==> src/design/unique_number_table_fixer_core_assert.svh <==
// Assertion macros used by the table fixer core RTL.
`ifndef UNIQUE_NUMBER_TABLE_FIXER_CORE_ASSERT_SVH
`define UNIQUE_NUMBER_TABLE_FIXER_CORE_ASSERT_SVH

// Checked on every clock edge outside reset.
`define UNTF_ASSERT(lbl, prop) \
  lbl: assert property (@(posedge clk_i) disable iff (!rst_ni) prop) \
    else $error("untf assertion failed");

// Checked on every clock edge, reset included.
`define UNTF_ASSERT_ALWAYS(lbl, prop) \
  lbl: assert property (@(posedge clk_i) prop) \
    else $error("untf assertion failed during reset");

`endif

==> src/design/untf_pkg.sv <==
package untf_pkg;

  // Table geometry
  localparam int unsigned TABLE_DEPTH = 32;
  localparam int unsigned IDX_W       = (TABLE_DEPTH > 1) ? $clog2(TABLE_DEPTH) : 1;
  localparam int unsigned CNT_W       = $clog2(TABLE_DEPTH + 1);

  // Field widths
  localparam int unsigned NUM_W    = 16;
  localparam int unsigned SLOT_W   = 6;
  localparam int unsigned STAT_W   = 2;
  localparam int unsigned IN_TDATA_W  = 16;
  localparam int unsigned OUT_TDATA_W = 24;

  // Request kinds carried in tuser
  localparam logic OP_CLEAR = 1'b0;
  localparam logic OP_PUSH  = 1'b1;

  typedef enum logic [STAT_W-1:0] {
    STAT_STORED     = 2'd0,
    STAT_RENUMBERED = 2'd1,
    STAT_FULL       = 2'd2,
    STAT_CLEARED    = 2'd3
  } status_e;

  typedef enum logic [2:0] {
    ST_IDLE,
    ST_WALK,
    ST_SEARCH,
    ST_FINISH
  } state_e;

endpackage

==> src/design/unique_number_table_fixer_core.sv <==
// Channel  | Dir | tdata (low bit up)                      | tuser
// s_axis   | in  | number_in[15:0]                         | operation (0 clear, 1 push)
// m_axis   | out | number_out[15:0] slot[21:16] status[23:22] | -
//
// A clear, a push into a full table (rejected) or into an empty table goes straight
// to the finish step; other pushes walk the filled entries for duplicates, one read
// per cycle; renumbering a duplicate then tests one free-value candidate per cycle.
// rst_ni clears the entry count, the sequencer and the output valid, not the memory.
// A request is taken only in idle; the last step holds while the previous result
// still waits in the output register, so a long output stall delays the next one.
module unique_number_table_fixer_core (
  input  logic                              clk_i,
  input  logic                              rst_ni,
  input  logic                              s_axis_tvalid_i,
  output logic                              s_axis_tready_o,
  input  logic [untf_pkg::IN_TDATA_W-1:0]   s_axis_tdata_i,  // number_in[15:0]
  input  logic                              s_axis_tuser_i,  // operation
  output logic                              m_axis_tvalid_o,
  input  logic                              m_axis_tready_i,
  output logic [untf_pkg::OUT_TDATA_W-1:0]  m_axis_tdata_o   // number_out, slot, status
);

  import untf_pkg::*;

  state_e                  state_q, state_d;
  logic [CNT_W-1:0]        count_q, count_d;
  logic                    m_valid_q, m_valid_d;
  logic [OUT_TDATA_W-1:0]  m_data_q, m_data_d;

  logic [CNT_W-1:0]        idx_q, idx_d;
  logic                    dup_q, dup_d;
  logic [TABLE_DEPTH-1:0]  taken_q, taken_d;
  logic [NUM_W-1:0]        req_q, req_d;
  logic [NUM_W-1:0]        res_num_q, res_num_d;
  status_e                 res_stat_q, res_stat_d;

  // Number memory, one read and one write port
  logic [NUM_W-1:0]        mem_q [TABLE_DEPTH];
  logic [NUM_W-1:0]        rd_data_q;
  logic                    rd_vld_q, rd_vld_d;
  logic                    rd_en, wr_en;

  logic                    accept;
  logic                    issue;
  logic                    small_val;

  assign accept          = s_axis_tvalid_i && s_axis_tready_o;
  assign s_axis_tready_o = (state_q == ST_IDLE);
  assign m_axis_tvalid_o = m_valid_q;
  assign m_axis_tdata_o  = m_data_q;

  // Walk still has entries to read
  assign issue     = (idx_q < count_q);
  assign small_val = (rd_data_q != '0) && (rd_data_q <= NUM_W'(TABLE_DEPTH));

  // Sequencer: next state and datapath control
  always_comb begin
    state_d    = state_q;
    count_d    = count_q;
    m_valid_d  = m_valid_q;
    m_data_d   = m_data_q;
    idx_d      = idx_q;
    dup_d      = dup_q;
    taken_d    = taken_q;
    req_d      = req_q;
    res_num_d  = res_num_q;
    res_stat_d = res_stat_q;
    rd_en      = 1'b0;
    rd_vld_d   = 1'b0;
    wr_en      = 1'b0;

    // Drop the output once taken
    if (m_valid_q && m_axis_tready_i) begin
      m_valid_d = 1'b0;
    end

    case (state_q)
      ST_IDLE: begin
        if (accept) begin
          req_d   = s_axis_tdata_i[NUM_W-1:0];
          idx_d   = '0;
          dup_d   = 1'b0;
          taken_d = '0;
          if (s_axis_tuser_i == OP_CLEAR) begin
            res_num_d  = '0;
            res_stat_d = STAT_CLEARED;
            state_d    = ST_FINISH;
          end else if (count_q >= CNT_W'(TABLE_DEPTH)) begin
            res_num_d  = '0;
            res_stat_d = STAT_FULL;
            state_d    = ST_FINISH;
          end else begin
            res_num_d  = s_axis_tdata_i[NUM_W-1:0];
            res_stat_d = STAT_STORED;
            state_d    = (count_q == '0) ? ST_FINISH : ST_WALK;
          end
        end
      end

      ST_WALK: begin
        // Issue one read per cycle, check the one returned
        if (issue) begin
          rd_en    = 1'b1;
          rd_vld_d = 1'b1;
          idx_d    = idx_q + CNT_W'(1);
        end
        if (rd_vld_q) begin
          if (rd_data_q == req_q) begin
            dup_d = 1'b1;
          end
          if (small_val) begin
            taken_d[IDX_W'(rd_data_q - NUM_W'(1))] = 1'b1;
          end
        end
        if (!issue && !rd_vld_q) begin
          idx_d = '0;
          if (dup_q) begin
            res_stat_d = STAT_RENUMBERED;
            state_d    = ST_SEARCH;
          end else begin
            state_d    = ST_FINISH;
          end
        end
      end

      ST_SEARCH: begin
        // Test one candidate value per cycle, from 1 upward
        if (!taken_q[idx_q[IDX_W-1:0]]) begin
          res_num_d = NUM_W'(idx_q) + NUM_W'(1);
          state_d   = ST_FINISH;
        end else begin
          idx_d = idx_q + CNT_W'(1);
        end
      end

      ST_FINISH: begin
        // Load the result once the output register is free
        if (!m_valid_q || m_axis_tready_i) begin
          m_valid_d = 1'b1;
          m_data_d  = {res_stat_q, SLOT_W'(count_q), res_num_q};
          case (res_stat_q)
            STAT_CLEARED: count_d = '0;
            STAT_FULL:    count_d = count_q;
            default: begin
              wr_en   = 1'b1;
              count_d = count_q + CNT_W'(1);
            end
          endcase
          state_d = ST_IDLE;
        end
      end

      default: state_d = ST_IDLE;
    endcase
  end

  // Control registers
  always_ff @(posedge clk_i or negedge rst_ni) begin
    if (!rst_ni) begin
      state_q   <= ST_IDLE;
      count_q   <= '0;
      m_valid_q <= 1'b0;
      rd_vld_q  <= 1'b0;
    end else begin
      state_q   <= state_d;
      count_q   <= count_d;
      m_valid_q <= m_valid_d;
      rd_vld_q  <= rd_vld_d;
    end
  end

  // Payload registers
  always_ff @(posedge clk_i) begin
    m_data_q   <= m_data_d;
    idx_q      <= idx_d;
    dup_q      <= dup_d;
    taken_q    <= taken_d;
    req_q      <= req_d;
    res_num_q  <= res_num_d;
    res_stat_q <= res_stat_d;
  end

  // Number memory
  always_ff @(posedge clk_i) begin
    if (wr_en) begin
      mem_q[count_q[IDX_W-1:0]] <= res_num_q;
    end
    if (rd_en) begin
      rd_data_q <= mem_q[idx_q[IDX_W-1:0]];
    end
  end

`include "unique_number_table_fixer_core_assert.svh"

  `UNTF_ASSERT(a_count_range, count_q <= CNT_W'(TABLE_DEPTH))
  `UNTF_ASSERT(a_search_needs_dup, (state_q == ST_SEARCH) |-> (dup_q && count_q != '0))
  `UNTF_ASSERT(a_search_in_range, (state_q == ST_SEARCH) |-> (idx_q <= count_q))
  `UNTF_ASSERT(a_result_from_finish, $rose(m_valid_q) |-> $past(state_q == ST_FINISH))
  `UNTF_ASSERT_ALWAYS(a_no_result_in_reset, !rst_ni |=> !m_axis_tvalid_o)

endmodule

==> config.mk <==
export PLATFORM = sky130hd
export DESIGN_NAME = unique_number_table_fixer_core
export DESIGN_NICKNAME = d
export VERILOG_FILES = /design/src/design/untf_pkg.sv /design/src/design/unique_number_table_fixer_core.sv
export VERILOG_INCLUDE_DIRS = /design/src /design/src/design
export SDC_FILE = /design/constraint.sdc
export NUM_CORES = 1
export LEC_CHECK = 0
export BUFFER_PORTS_ARGS = -buffer_cell sky130_fd_sc_hd__buf_2
export CAP_MARGIN = 15
export CORE_MARGIN = 1.5
export CORE_UTILIZATION = 58
export DETAILED_ROUTE_END_ITERATION = 10
export PLACE_DENSITY_LB_ADDON = 0.15
export SYNTH_ARGS = -nofsm -noshare
export SYNTH_HDL_FRONTEND = slang
export SYNTH_SLANG_ARGS = --single-unit
==> constraint.sdc <==
create_clock -name clk_i -period 4.6 [get_ports clk_i]
set_clock_uncertainty 0.2 [all_clocks]
set_input_delay 0.69 -clock clk_i [delete_from_list [all_inputs] [get_ports clk_i]]
set_output_delay 0.69 -clock clk_i [all_outputs]
set_load 0.005 [all_outputs]
---- After elaboration in Yosys (flattened, before gate mapping) ----
Memories as Yosys holds them, arrays and structs flattened. A register that Yosys moved wholly into a read port is not among the register bits.
Cells that the tools add are included.
cells by class
  add/sub/neg operators ................... 4
  mux-type cells .......................... 48
  reductions and logical operators ........ 25
  order comparisons ....................... 6
  equality and inequality tests ........... 16
  bitwise gates (word level) .............. 2
operator list
  operator                                                                            number
  32-bit 2-to-1 mux                                                                   3
  16-bit 2-to-1 mux                                                                   4
  32-bit case mux with 2 select lines                                                 1
  32-bit OR                                                                           1
  16-bit case mux with 2 select lines                                                 1
  6-bit 2-to-1 mux                                                                    4
  4-bit AND reduction                                                                 5
  6-bit case mux with 3 select lines                                                  1
  16-bit equality test                                                                1
  16-bit by 6-bit less-or-equal comparator with 1-bit output (second input constant)  1
  1-bit 2-to-1 mux                                                                    16
  2-bit 2-to-1 mux                                                                    8
  2-bit inequality test (second input constant)                                       8
  16-bit nonzero test                                                                 1
  6-bit by 1-bit adder with 6-bit output (second input constant)                      2
  5-bit by 6-bit < comparator with 1-bit output (second input constant)               2
  3-bit 2-to-1 mux                                                                    4
  3-bit case mux with 4 select lines                                                  1
  6-bit case mux with 2 select lines                                                  1
  6-bit by 1-bit adder with 7-bit output (second input constant)                      1
  3-bit by 2-bit equality test with 1-bit output (second input constant)              2
  6-bit >= comparator (second input constant)                                         1
  6-bit logical NOT                                                                   1
  6-bit < comparator                                                                  1
  20 further kinds                                                                    30
word-level totals
  RAM bits ................................ 512
  output and inout port bits .............. 26
  memories kept ........................... 1
  word-level logic and storage cells ...... 113
  input bits .............................. 21
  register bits ........................... 108
memories
  memory  depth  width  read ports  clocked after memory_dff  wr ports  line                                  source
  mem_q   32     16     1           1                         1         unique_number_table_fixer_core.sv:38  logic [NUM_W-1:0] mem_q [TABLE_DEPTH];

---- Longest topological paths before layout ----
Gate-level depths: netlist of run 1.
  word-level depth ........................ 9
  mapped depth ............................ 10
  depth with buffers taken out ............ 8

---- Worst setup path before layout of run 1 ----
Ideal clock, no wire load.
  path type ............................... reg2reg
  start ................................... register rd_data_q[1] (read register of mem_q)
  end ..................................... register taken_q[0] (enable)
  library setup time ...................... 0.432 ns
  required time ........................... 3.968 ns
  period minus slack after synthesis ...... 3.840 ns
  stages on the path, launching flop included .. 8
  data arrival time ....................... 3.208 ns
  path slack .............................. 0.760 ns
  path buffers ............................ 2
  cell sequence ........................... edfxtp_1 clkbuf_1 or3_1 clkbuf_1 nor3_1 xnor2_1 nand4_1 a21oi_1
between the ends
  longest elaborated chain between the ends .. 4
  elaborated cells between the ends (all ways) .. 5
  those cells by class .................... 1 x order compare; 1 x eq/ne; 3 x reduce/logical
ends and longest elaborated chain
  item                                                                                               line                                   source
  from (decl)                                                                                        unique_number_table_fixer_core.sv:39   logic [NUM_W-1:0] rd_data_q;
  16-bit by 6-bit less-or-equal comparator with 1-bit output or 16-bit nonzero test (tied branches)  unique_number_table_fixer_core.sv:54   assign small_val = (rd_data_q != '0) && (rd_data_q <= NUM_W'(TABLE_DEPTH));
  1-bit logical AND *                                                                                unique_number_table_fixer_core.sv:54
  2-bit inequality test (no source line) *                                                           -
  4-bit AND reduction (no source line) *                                                             -
  to (signal assigned)                                                                               unique_number_table_fixer_core.sv:177  taken_q <= taken_d;
  to (decl)                                                                                          unique_number_table_fixer_core.sv:32   logic [TABLE_DEPTH-1:0] taken_q, taken_d;
Mark *: on every way between the ends. The rest lies on a longest branch, timed or not.
A chain may end at the register's enable or synchronous reset.

---- Final worst setup path of run 1 ----
  start ................................... register count_q[2]
  end ..................................... register rd_data_q[15] (read register of mem_q) (enable)
between the ends
  longest elaborated chain between the ends .. 3
ends and longest elaborated chain
  item                    line                                   source
  from (decl)             unique_number_table_fixer_core.sv:26   logic [CNT_W-1:0] count_q, count_d;
  from (signal assigned)  unique_number_table_fixer_core.sv:166  count_q <= count_d;
  6-bit < comparator      unique_number_table_fixer_core.sv:53   assign issue = (idx_q < count_q);
  1-bit 2-to-1 mux        unique_number_table_fixer_core.sv:102  if (issue) begin
  1-bit 2-to-1 mux        unique_number_table_fixer_core.sv:77   case (state_q)
  named net rd_en         unique_number_table_fixer_core.sv:41   logic rd_en, wr_en;
The timed path passes the listed nets, and every way through them passes these cells.

==> results.toml, run 1 <==
[routing]
drc = 0
via_count = 13525
via_per_inst = 6.35
drt_wl_total_um = 59700
ant_nets = 0
drtIter0Drc = 1636
wl_per_cell_um = 28.0
drt_pass1_iterations = 5

[clock_network]
root_buffer = "clkbuf_16"
cts.repair.resized = 0
cts_tree = "built"
clock-sinks = 635
insertion_delay_ps = 630
clk_pin_slew_ps = 60
cts_buffer_depth = 3
cts_made_buffers = 60
cts.htree.levels = 2

[critical_path]
crit_fanout = 17
required_ps = 4640
cp.arrival_ps = 3410
reg2reg_depth = 7
end_kind = "flip-flop"
start_kind = "flip-flop"
worstSetupPathType = "flip-flop to flip-flop"

[final_layout]
finalNonFillerCells = 2131
postLayoutCoreUtil_pct = 65.8
drive_gt1_share_pct = 18.5
num_antenna_cells = 0
n_fill_cell = 2910
final_nets = 1531
area_growth_pct = 12.2

[placement]
gp_congestion = 0.877
place_inst = 2018
port_buffers = 46
hpwl_um = 36500

[global_route]
grt_pass1_vias = 13371
grt_pass1_wl_um = 87800
grt_overflow = 0
grt_max_degree = 100
grt_usage_pct = 27.5
grt_antenna_before_repair = 0

[synthesis]
syn_area_um2 = 25200
ys_top_cells_by_area = "edfxtp_1, mux4_2, mux2i_1, o221ai_1, nand2_1"
syn_nets = 1427
yosys_register_bits = 635
yosys.area.top_type = "edfxtp_1"
ys_types = 45
ys.flop_type = "edfxtp_1"
syn_area_per_cell_um2 = 18.1
yosysSeqAreaShare_pct = 75.4
yosysTopAreaCellShare_pct = 74.4
async_flop_share_pct = 1.57
yosys_warnings = 0
synthTopCellsByCount = "edfxtp_1, mux2i_1, mux4_2"
syn_inst = 1392
synth_edf_count = 625
yosysMostFrequentCell = "edfxtp_1"

[sta]
maxSlewViolCount = 0
timing.fmax_ghz = 0.297
worst_pin_slew_ps = 1090
relSlewSlack_pct = 27.1
setup_tns_ps = 0
rsz0062_at_grt = "false"
setup_viol = 0
fin_crit_ps = 3370
hold_viol_final = 0
whs_ps = 57.6
timing.final.crit_share_pct = 73.2

[floorplan]
die_h_um = 211
rows = 76
die_w_um = 211
core_area_um2 = 43000
initial_utilization_pct = 58.7
dieArea_um2 = 44700
io_pins = 47

[run]
maxCapViolations = 0

[power]
power_mw = 18.4
powerDensity_nw_per_um2 = 652
leakage_nw = 9.24
vdd_drop_max_mv = 0.639

[worst_hold_path]
min_delay_path_depth = 1
hp-class = "input pin to flip-flop"

[status]
status = "complete, no violations"
==> cell type report <==
cell class,instances,area (um2),share of cell area [%]
tap,585,732,2.59
inverter,15,56.3,0.199
sequential,635,19000,67.3
clock buffer,72,1570,5.54
clock inverter,40,283,1.00
timing repair buffer,115,801,2.83
multi-input combinational,669,5820,20.6
==> timing repair <==
item | 4_1_cts | 5_1_grt
hold endpoints to repair | 10 | 0
hold buffers | 1 | 0
buffers inserted | 0 | 0
==> final timing paths <==
check,start,to,slack [ps]
worst max-delay path,count_q[2]$_DFFE_PN0P_,rd_data_q[15]$_DFFE_PP_,1230
worst min-delay path,s_axis_tdata_i[9],req_q[9]$_DFFE_PP_,60
worst max register to register,count_q[2]$_DFFE_PN0P_,rd_data_q[15]$_DFFE_PP_,1230
worst min register to register,res_stat_q[0]$_SDFFCE_PP1P_,m_axis_tdata_o[22]$_DFFE_PP_,270
max in group asynchronous,rst_ni,count_q[2]$_DFFE_PN0P_,3740
min in group asynchronous,rst_ni,state_q[1]$_DFFE_PN0P_,250
==> critical path: stages (launching register included) <==
cell     delay, ps
dfrtp_1        590
inv_1          220
ha_1           360
a21o_1         180
a31oi_1        240
o21ai_1        120
a21oi_1        200
and2_1         860
==> logic make-up after synthesis <==
logic type | Yosys count | share of synthesized area [%]
compound gates | 208 | 5.56
xor+xnor | 21 | 0.730
fa+ha+maj | 14 | 0.695
buf+inv | 88 | 1.58
flops | 635 | 75.4
mux | 194 | 11.7
simple gates | 232 | 4.32
==> power breakdown <==
| part | internal [mW] | leakage, nW | switching [mW] | total (mW) |
|---|---|---|---|---|
| logic | 1.88 | 2.50 | 3.71 | 5.59 |
| clock network | 2.63 | 0.904 | 2.05 | 4.68 |
| registers | 7.76 | 5.83 | 0.401 | 8.16 |
| total | 12.3 | 9.24 | 6.16 | 18.4 |
==> placed cells by master, fill, tap and decap left out, types with 5 or more instances in the layout <==
cell,synthesis,routed
nor4_1,5,5
nor3_1,6,6
clkbuf_1,39,11
mux2i_1,112,112
a22o_1,5,5
dfrtp_1,10,10
nor2_1,62,58
edfxtp_1,625,625
clkbuf_16,0,61
nand3_1,13,13
clkinv_2,0,13
xor2_1,14,14
nor2b_1,32,32
inv_1,15,15
o221ai_1,64,64
xnor2_1,7,7
nand2_1,78,77
clkinv_1,0,20
buf_4,10,64
and2_1,14,14
ha_1,14,14
a21oi_1,46,45
o21ai_1,35,35
o21ai_0,11,11
o22ai_1,18,18
buf_2,13,46
o21a_1,10,10
nand2b_1,13,12
mux4_2,80,80
==> state kept, by name, summed over array words and instances, names as in the netlist <==
| signal | cells |
|---|---|
| res_num_q | 16 |
| dup_q | 1 |
| m_axis_tvalid_o | 1 |
| req_q | 16 |
| idx_q | 6 |
| rd_vld_q | 1 |
| res_stat_q | 2 |
| state_q | 2 |
| rd_data_q | 16 |
| taken_q | 32 |
| mem_q | 512 |
| count_q | 6 |
| m_axis_tdata_o | 24 |
==> per-layer routing <==
| layer | vias to the layer above | global-route usage [%] | part of all wire, % |
|---|---|---|---|
| li1 | 5799 | - | - |
| met1 | 6921 | 41.4 | 42 |
| met2 | 683 | 40.4 | 45 |
| met3 | 122 | 5.03 | 9.5 |
| met4 | 0 | 10.6 | 3.4 |
| met5 | - | 0 | 0 |
==> through the flow <==
stage               area, um2  setup slack (ps)
floorplan               25200               760
global placement        26400              1320
detailed placement      26400              1260
CTS                     28300              1260
global route            28300              1060
finish                  28300              1230
(Power assumes the default switching activity.)
==> inputs of run 2 (changes only) <==
- clock period: 4.6 -> 3.35 ns (I/O delays scaled with it)
==> run 2 against run 1 <==
Compared with the run above: routed wire length rose by 0.55%; count of clock-buffer cells in the layout is 1 higher; total power up 41%; non-clock buffer count rose by 30; final cell count rose by 1.5%; largest power group unchanged.
==> results.toml, run 2 (same netlist as run 1, synthesis figures left out) <==
[status]
status = "complete, no violations"

[critical_path]
cp.arrival_ps = 3130
worstSetupPathType = "flip-flop to flip-flop"
crit_fanout = 29
required_ps = 3650
start_kind = "flip-flop"
end_kind = "flip-flop"

[final_layout]
n_fill_cell = 2839
layout_commonest_cell = "edfxtp_1"
num_antenna_cells = 0
postLayoutCoreUtil_pct = 67.2
final_area_um2 = 28900
drive_gt1_share_pct = 19.3
finalNonFillerCells = 2163
area_growth_pct = 14.5
final_cell_mix = "edfxtp_1, mux2i_1, mux4_2, nand2_1, buf_4"
final_nets = 1562
largest_reg_flops = 512

[routing]
drt_pass1_iterations = 6
drt_wl_total_um = 60000
drtIter0Drc = 1490
via_count = 13583
via_per_inst = 6.28
ant_nets = 0
wl_per_cell_um = 27.7
drc = 0

[sta]
setup_tns_ps = 0
relSlewSlack_pct = 23.1
timing.final.crit_share_pct = 84.5
timing.fmax_ghz = 0.353
fin_crit_ps = 2830
hold_viol_final = 0
rsz0062_at_grt = "false"
setup_ws_ps = 520
maxSlewViolCount = 0
setup_viol = 0
worst_pin_slew_ps = 1150
whs_ps = 90.7

[floorplan]
initial_utilization_pct = 58.7
core_area_um2 = 43000
die_w_um = 211
dieArea_um2 = 44700
die_h_um = 211
rows = 76
io_pins = 47

[clock_network]
cts_made_buffers = 61
cts_tree = "built"
cts_buffer_depth = 3
insertion_delay_ps = 620
clk_pin_slew_ps = 60
cts.htree.levels = 2
clock-sinks = 635
root_buffer = "clkbuf_16"

[power]
power_mw = 25.9
vdd_drop_max_mv = 0.696
leakage_nw = 9.52
powerDensity_nw_per_um2 = 899

[global_route]
grt_overflow = 0
grt_pass1_vias = 13514
grt_antenna_before_repair = 0
grt_max_degree = 70
grt_pass1_wl_um = 87600
grt_usage_pct = 27.5

[placement]
place_inst = 2025
place_area_um2 = 26500
dp_slack_ps = 542
gp_congestion = 0.884
port_buffers = 46
hpwl_um = 35500

[worst_hold_path]
hp-class = "input pin to asynchronous set/reset pin"

[run]
maxCapViolations = 0
## run 2: cell count changes in the layout (fill, tap and decap cells not counted), sizes merged
cell         delta
buf            +12
bufinv          +7
clkbuf          +1
clkinv          -6
clkinvlp        -1
dlygate4sd3    +18
inv             +1
## run 2: report_power, final
| group | switching (mW) | internal (mW) | total [mW] |
|---|---|---|---|
| sequential | 0.721 | 10.7 | 11.4 |
| clock | 2.88 | 4.27 | 7.14 |
| combinational | 4.68 | 2.75 | 7.43 |
## run 2: what timing repair did
item	in CTS	in global routing
hold buffers	19	0
buffers inserted	0	0
endpoints found under the hold margin	36	0
gates resized for setup	0	0
## run 2: critical path, cell delays in order, from the launching register on
cell	delay, ps
edfxtp_1	510
buf_4	490
mux2i_1	290
a211oi_1	100
nand3_1	110
nand4_2	190
a2111o_1	490
mux2_1	320
## run 2: area by class of cell
| cell class | instances | area (um2) | area share (%) |
|---|---|---|---|
| clock buffer | 73 | 1610 | 5.59 |
| inverter | 15 | 56.3 | 0.195 |
| tap | 585 | 732 | 2.54 |
| sequential | 635 | 19000 | 65.9 |
| clock inverter | 41 | 479 | 1.66 |
| timing repair buffer | 145 | 1160 | 4.01 |
| multi-input combinational | 669 | 5810 | 20.1 |
## run 2: metal layers
metal	up-vias	wire length [um]	track usage, %
li1	5860	-	-
met1	6937	24100	40.0
met2	682	28200	42.5
met3	104	5980	5.40
met4	0	1700	8.99
met5	-	0	0
## run 2: path summary, 6_finish.rpt
kind / start / end / slack, ps / cells past startpoint
max in group asynchronous: rst_ni / state_q[0]$_DFFE_PN0P_ / 2640 / 2
hold / removal: rst_ni / count_q[0]$_DFFE_PN0P_ / 90 / 2
setup / recovery: idx_q[1]$_DFFE_PP_ / state_q[0]$_DFFE_PN0P_ / 520 / 7
min in group clk_i: s_axis_tvalid_i / dup_q$_DFFE_PP_ / 240 / 3
hold reg to reg: res_stat_q[0]$_SDFFCE_PP1P_ / m_axis_tdata_o[22]$_DFFE_PP_ / 270 / 0
setup reg to reg: idx_q[1]$_DFFE_PP_ / state_q[0]$_DFFE_PN0P_ / 520 / 7
==> inputs of run 3 (changes only) <==
- ABC_AREA: not set -> 1
- CORE_UTILIZATION: 58 -> 56
- clock period: 3.35 -> 2.3 ns (I/O delays scaled with it)
==> run 3 against run 2 <==
Compared with the run above: clock power increased by 46%; combinational power increased by 110%; non-clock buffer count increased by 131; synthesized area increased by 2.2%; core utilization increased by 2.3 points; sequential share of layout area decreased by 5.5 points; hold slack improved by 160 ps; synthesized cell count increased by 44%; register-to-register slack got worse by 510 ps; sequential cell count unchanged; sequential power increased by 43%; final cell count increased by 33%.
==> results.toml, run 3 <==
[status]
status = "complete, no violations"

[critical_path]
r2r-end = "rd_data_q[0]$_DFFE_PP_"
worstSetupPathType = "flip-flop to flip-flop"
crit_slowest_cell = "edfxtp_1"
critPathMaxStageDelay_ps = 410
cp.arrival_ps = 2460
crit_chain = "buf_6, inv_16, buf_12, buf_12, buf_6, o21ai_0, o22ai_1, nand2_1, o211ai_1, nand2_1, o21ai_1"
end_kind = "flip-flop"
r2r_slack_ps = 7
required_ps = 2460
r2r-start = "idx_q[0]$_DFFE_PP_"
reg2reg_depth = 11
start_kind = "flip-flop"
crit_fanout = 17

[synthesis]
yosysTopAreaCellShare_pct = 72.9
syn_area_per_cell_um2 = 12.9
ys.flop_type = "edfxtp_1"
synthTopCellsByCount = "edfxtp_1, nand2_1, nor2_1"
yosys.area.top_type = "edfxtp_1"
synth-compound-area-share_pct = 9.06
synth_mux_area_share_pct = 2.49
ys_types = 36
synth-simple-area-share_pct = 10.1
synth_xor_area_share_pct = 0.408
yosys_register_bits = 635
synth_edf_count = 625
syn_inst = 2001
syn_nets = 2036
async_flop_share_pct = 1.57
yosys_warnings = 0
synth_top_family_by_area = "simple AND/OR/NAND/NOR gates"
synthAdderAreaFrac_pct = 0.680
ys_top_cells_by_area = "edfxtp_1, nand2_1, nor2_1, o21ai_0, mux2i_1"
yosysMostFrequentCell = "edfxtp_1"
yosysSeqAreaShare_pct = 73.8
syn_area_um2 = 25800

[sta]
timing.final.crit_share_pct = 99.7
setup_tns_ps = 0
worst_pin_slew_ps = 655
fin_crit_ps = 2290
timing.fmax_ghz = 0.436
setup_ws_ps = 6.94
relSlewSlack_pct = 56.1
hold_viol_final = 0
rsz0062_at_grt = "true"
maxSlewViolCount = 0
setup_viol = 0

[floorplan]
core_area_um2 = 45400
dieArea_um2 = 47300
die_w_um = 217
die_h_um = 217
rows = 78
io_pins = 47
initial_utilization_pct = 56.8

[placement]
port_buffers = 46
place_inst = 2725
hpwl_um = 43600
dp_slack_ps = -53.4
gp_congestion = 0.917
place_area_um2 = 28700

[final_layout]
largest_reg_flops = 512
num_antenna_cells = 0
postLayoutCoreUtil_pct = 69.4
finalNonFillerCells = 2885
layout_commonest_cell = "edfxtp_1"
area_growth_pct = 22.4
final_nets = 2270
final_cell_mix = "edfxtp_1, nand2_1, nor2_1, buf_4, o21ai_0"
drive_gt1_share_pct = 19.7
final_area_um2 = 31500
n_fill_cell = 3091

[power]
vdd_drop_max_mv = 1.09
leakage_nw = 11.5
powerDensity_nw_per_um2 = 1350

[worst_hold_path]
hold_end = "req_q[15]$_DFFE_PP_"
hp-start = "s_axis_tdata_i[15]"
hp-class = "input pin to flip-flop"
min_delay_path_depth = 2

[global_route]
grt_overflow = 0
grt_pass1_vias = 16554
grt_usage_pct = 30.4
grt_pass1_wl_um = 104000
grt_antenna_before_repair = 0
grt_max_degree = 52

[clock_network]
cts.htree.levels = 2
cts_made_buffers = 61
cts_buffer_depth = 3
cts_tree = "built"
clk_pin_slew_ps = 60
clock-sinks = 635
root_buffer = "clkbuf_16"
insertion_delay_ps = 630

[routing]
drc = 0
via_per_inst = 5.97
drt_wl_total_um = 72100
wl_per_cell_um = 25.0
ant_nets = 0
via_count = 17228
drtIter0Drc = 1942
drt_pass1_iterations = 8

[run]
maxCapViolations = 0
run 3: cell types whose count changed after synthesis, moves of 49 or more:
cell | previous run | this run
a21oi_1 | 46 | 126
inv_1 | 15 | 81
mux4_2 | 80 | 0
nand2_1 | 78 | 369
nor2_1 | 62 | 217
o211ai_1 | 0 | 49
o21ai_0 | 11 | 152
o221ai_1 | 64 | 0
o22ai_1 | 18 | 68
run 3: worst max-delay path by stage:
stage                           start                         end  slack, ps
3_5_place_dp       idx_q[1]$_DFFE_PP_      rd_data_q[1]$_DFFE_PP_        -50
6_report           idx_q[0]$_DFFE_PP_      rd_data_q[0]$_DFFE_PP_          7
2_1_floorplan  rd_data_q[0]$_DFFE_PP_    taken_q[0]$_SDFFCE_PN0P_       -120
3_3_place_gp       idx_q[1]$_DFFE_PP_      rd_data_q[5]$_DFFE_PP_        -20
5_1_grt            idx_q[0]$_DFFE_PP_  res_num_q[8]$_SDFFCE_PP0P_        -80
4_1_cts            idx_q[0]$_DFFE_PP_      rd_data_q[1]$_DFFE_PP_        -20
run 3: area by class of cell:
type | count | area [um2] | area share (%)
clock inverters | 36 | 432 | 1.37
repair inverters | 1 | 8.76 | 0.0278
flip-flops and latches | 635 | 19000 | 60.3
inverters | 86 | 358 | 1.14
repair buffers | 276 | 2920 | 9.25
clock buffers | 77 | 1660 | 5.26
well taps | 600 | 751 | 2.38
multi-input cells | 1174 | 6370 | 20.2
run 3: layer usage:
layer	track usage (%)	up-vias	part of all wire (%)
li1	-	7710	-
met1	42.3	8570	41
met2	47.9	824	47
met3	6.78	124	9.8
met4	9.81	0	3.1
met5	0	-	0
run 3: through the flow:
step | hold WS, ps | power (mW)
finish | 252 | 42.6
global route | 248 | 44.2
CTS | 227 | 41.4
detailed placement | 33.6 | 30.9
global placement | 30.7 | 30.6
floorplan | -151 | 24.0
run 3: cells by family after synthesis:
logic type               count (synthesis)
AO/OA/AOI/OAI                          423
XOR/XNOR                                12
adder cells (fa/ha/maj)                 14
buffers and inverters                  192
flip-flops                             635
multiplexers                            64
AND/OR/NAND/NOR                        661
run 3: power breakdown:
part	total (mW)	switching, mW	internal (mW)
logic	15.9	10.4	5.51
registers	16.3	0.751	15.5
clock network	10.4	4.24	6.19
run 3: worst max-delay path, delay by kind of cell, from the launching register on:
| kind | cells | cell delay, ps |
|---|---|---|
| buffers and inverters | 5 | 680 |
| AOI/OAI and AO/OA | 4 | 480 |
| DFF | 1 | 410 |
| and+or+nand+nor | 2 | 260 |
run 3: what timing repair did:
item,in CTS,in global routing
cloned,0,6
hold buffers,21,0
resized for setup,3,76
endpoints found under the setup margin,10,94
setup buffers,2,18
hold endpoints to repair,50,0
pin swaps,0,23
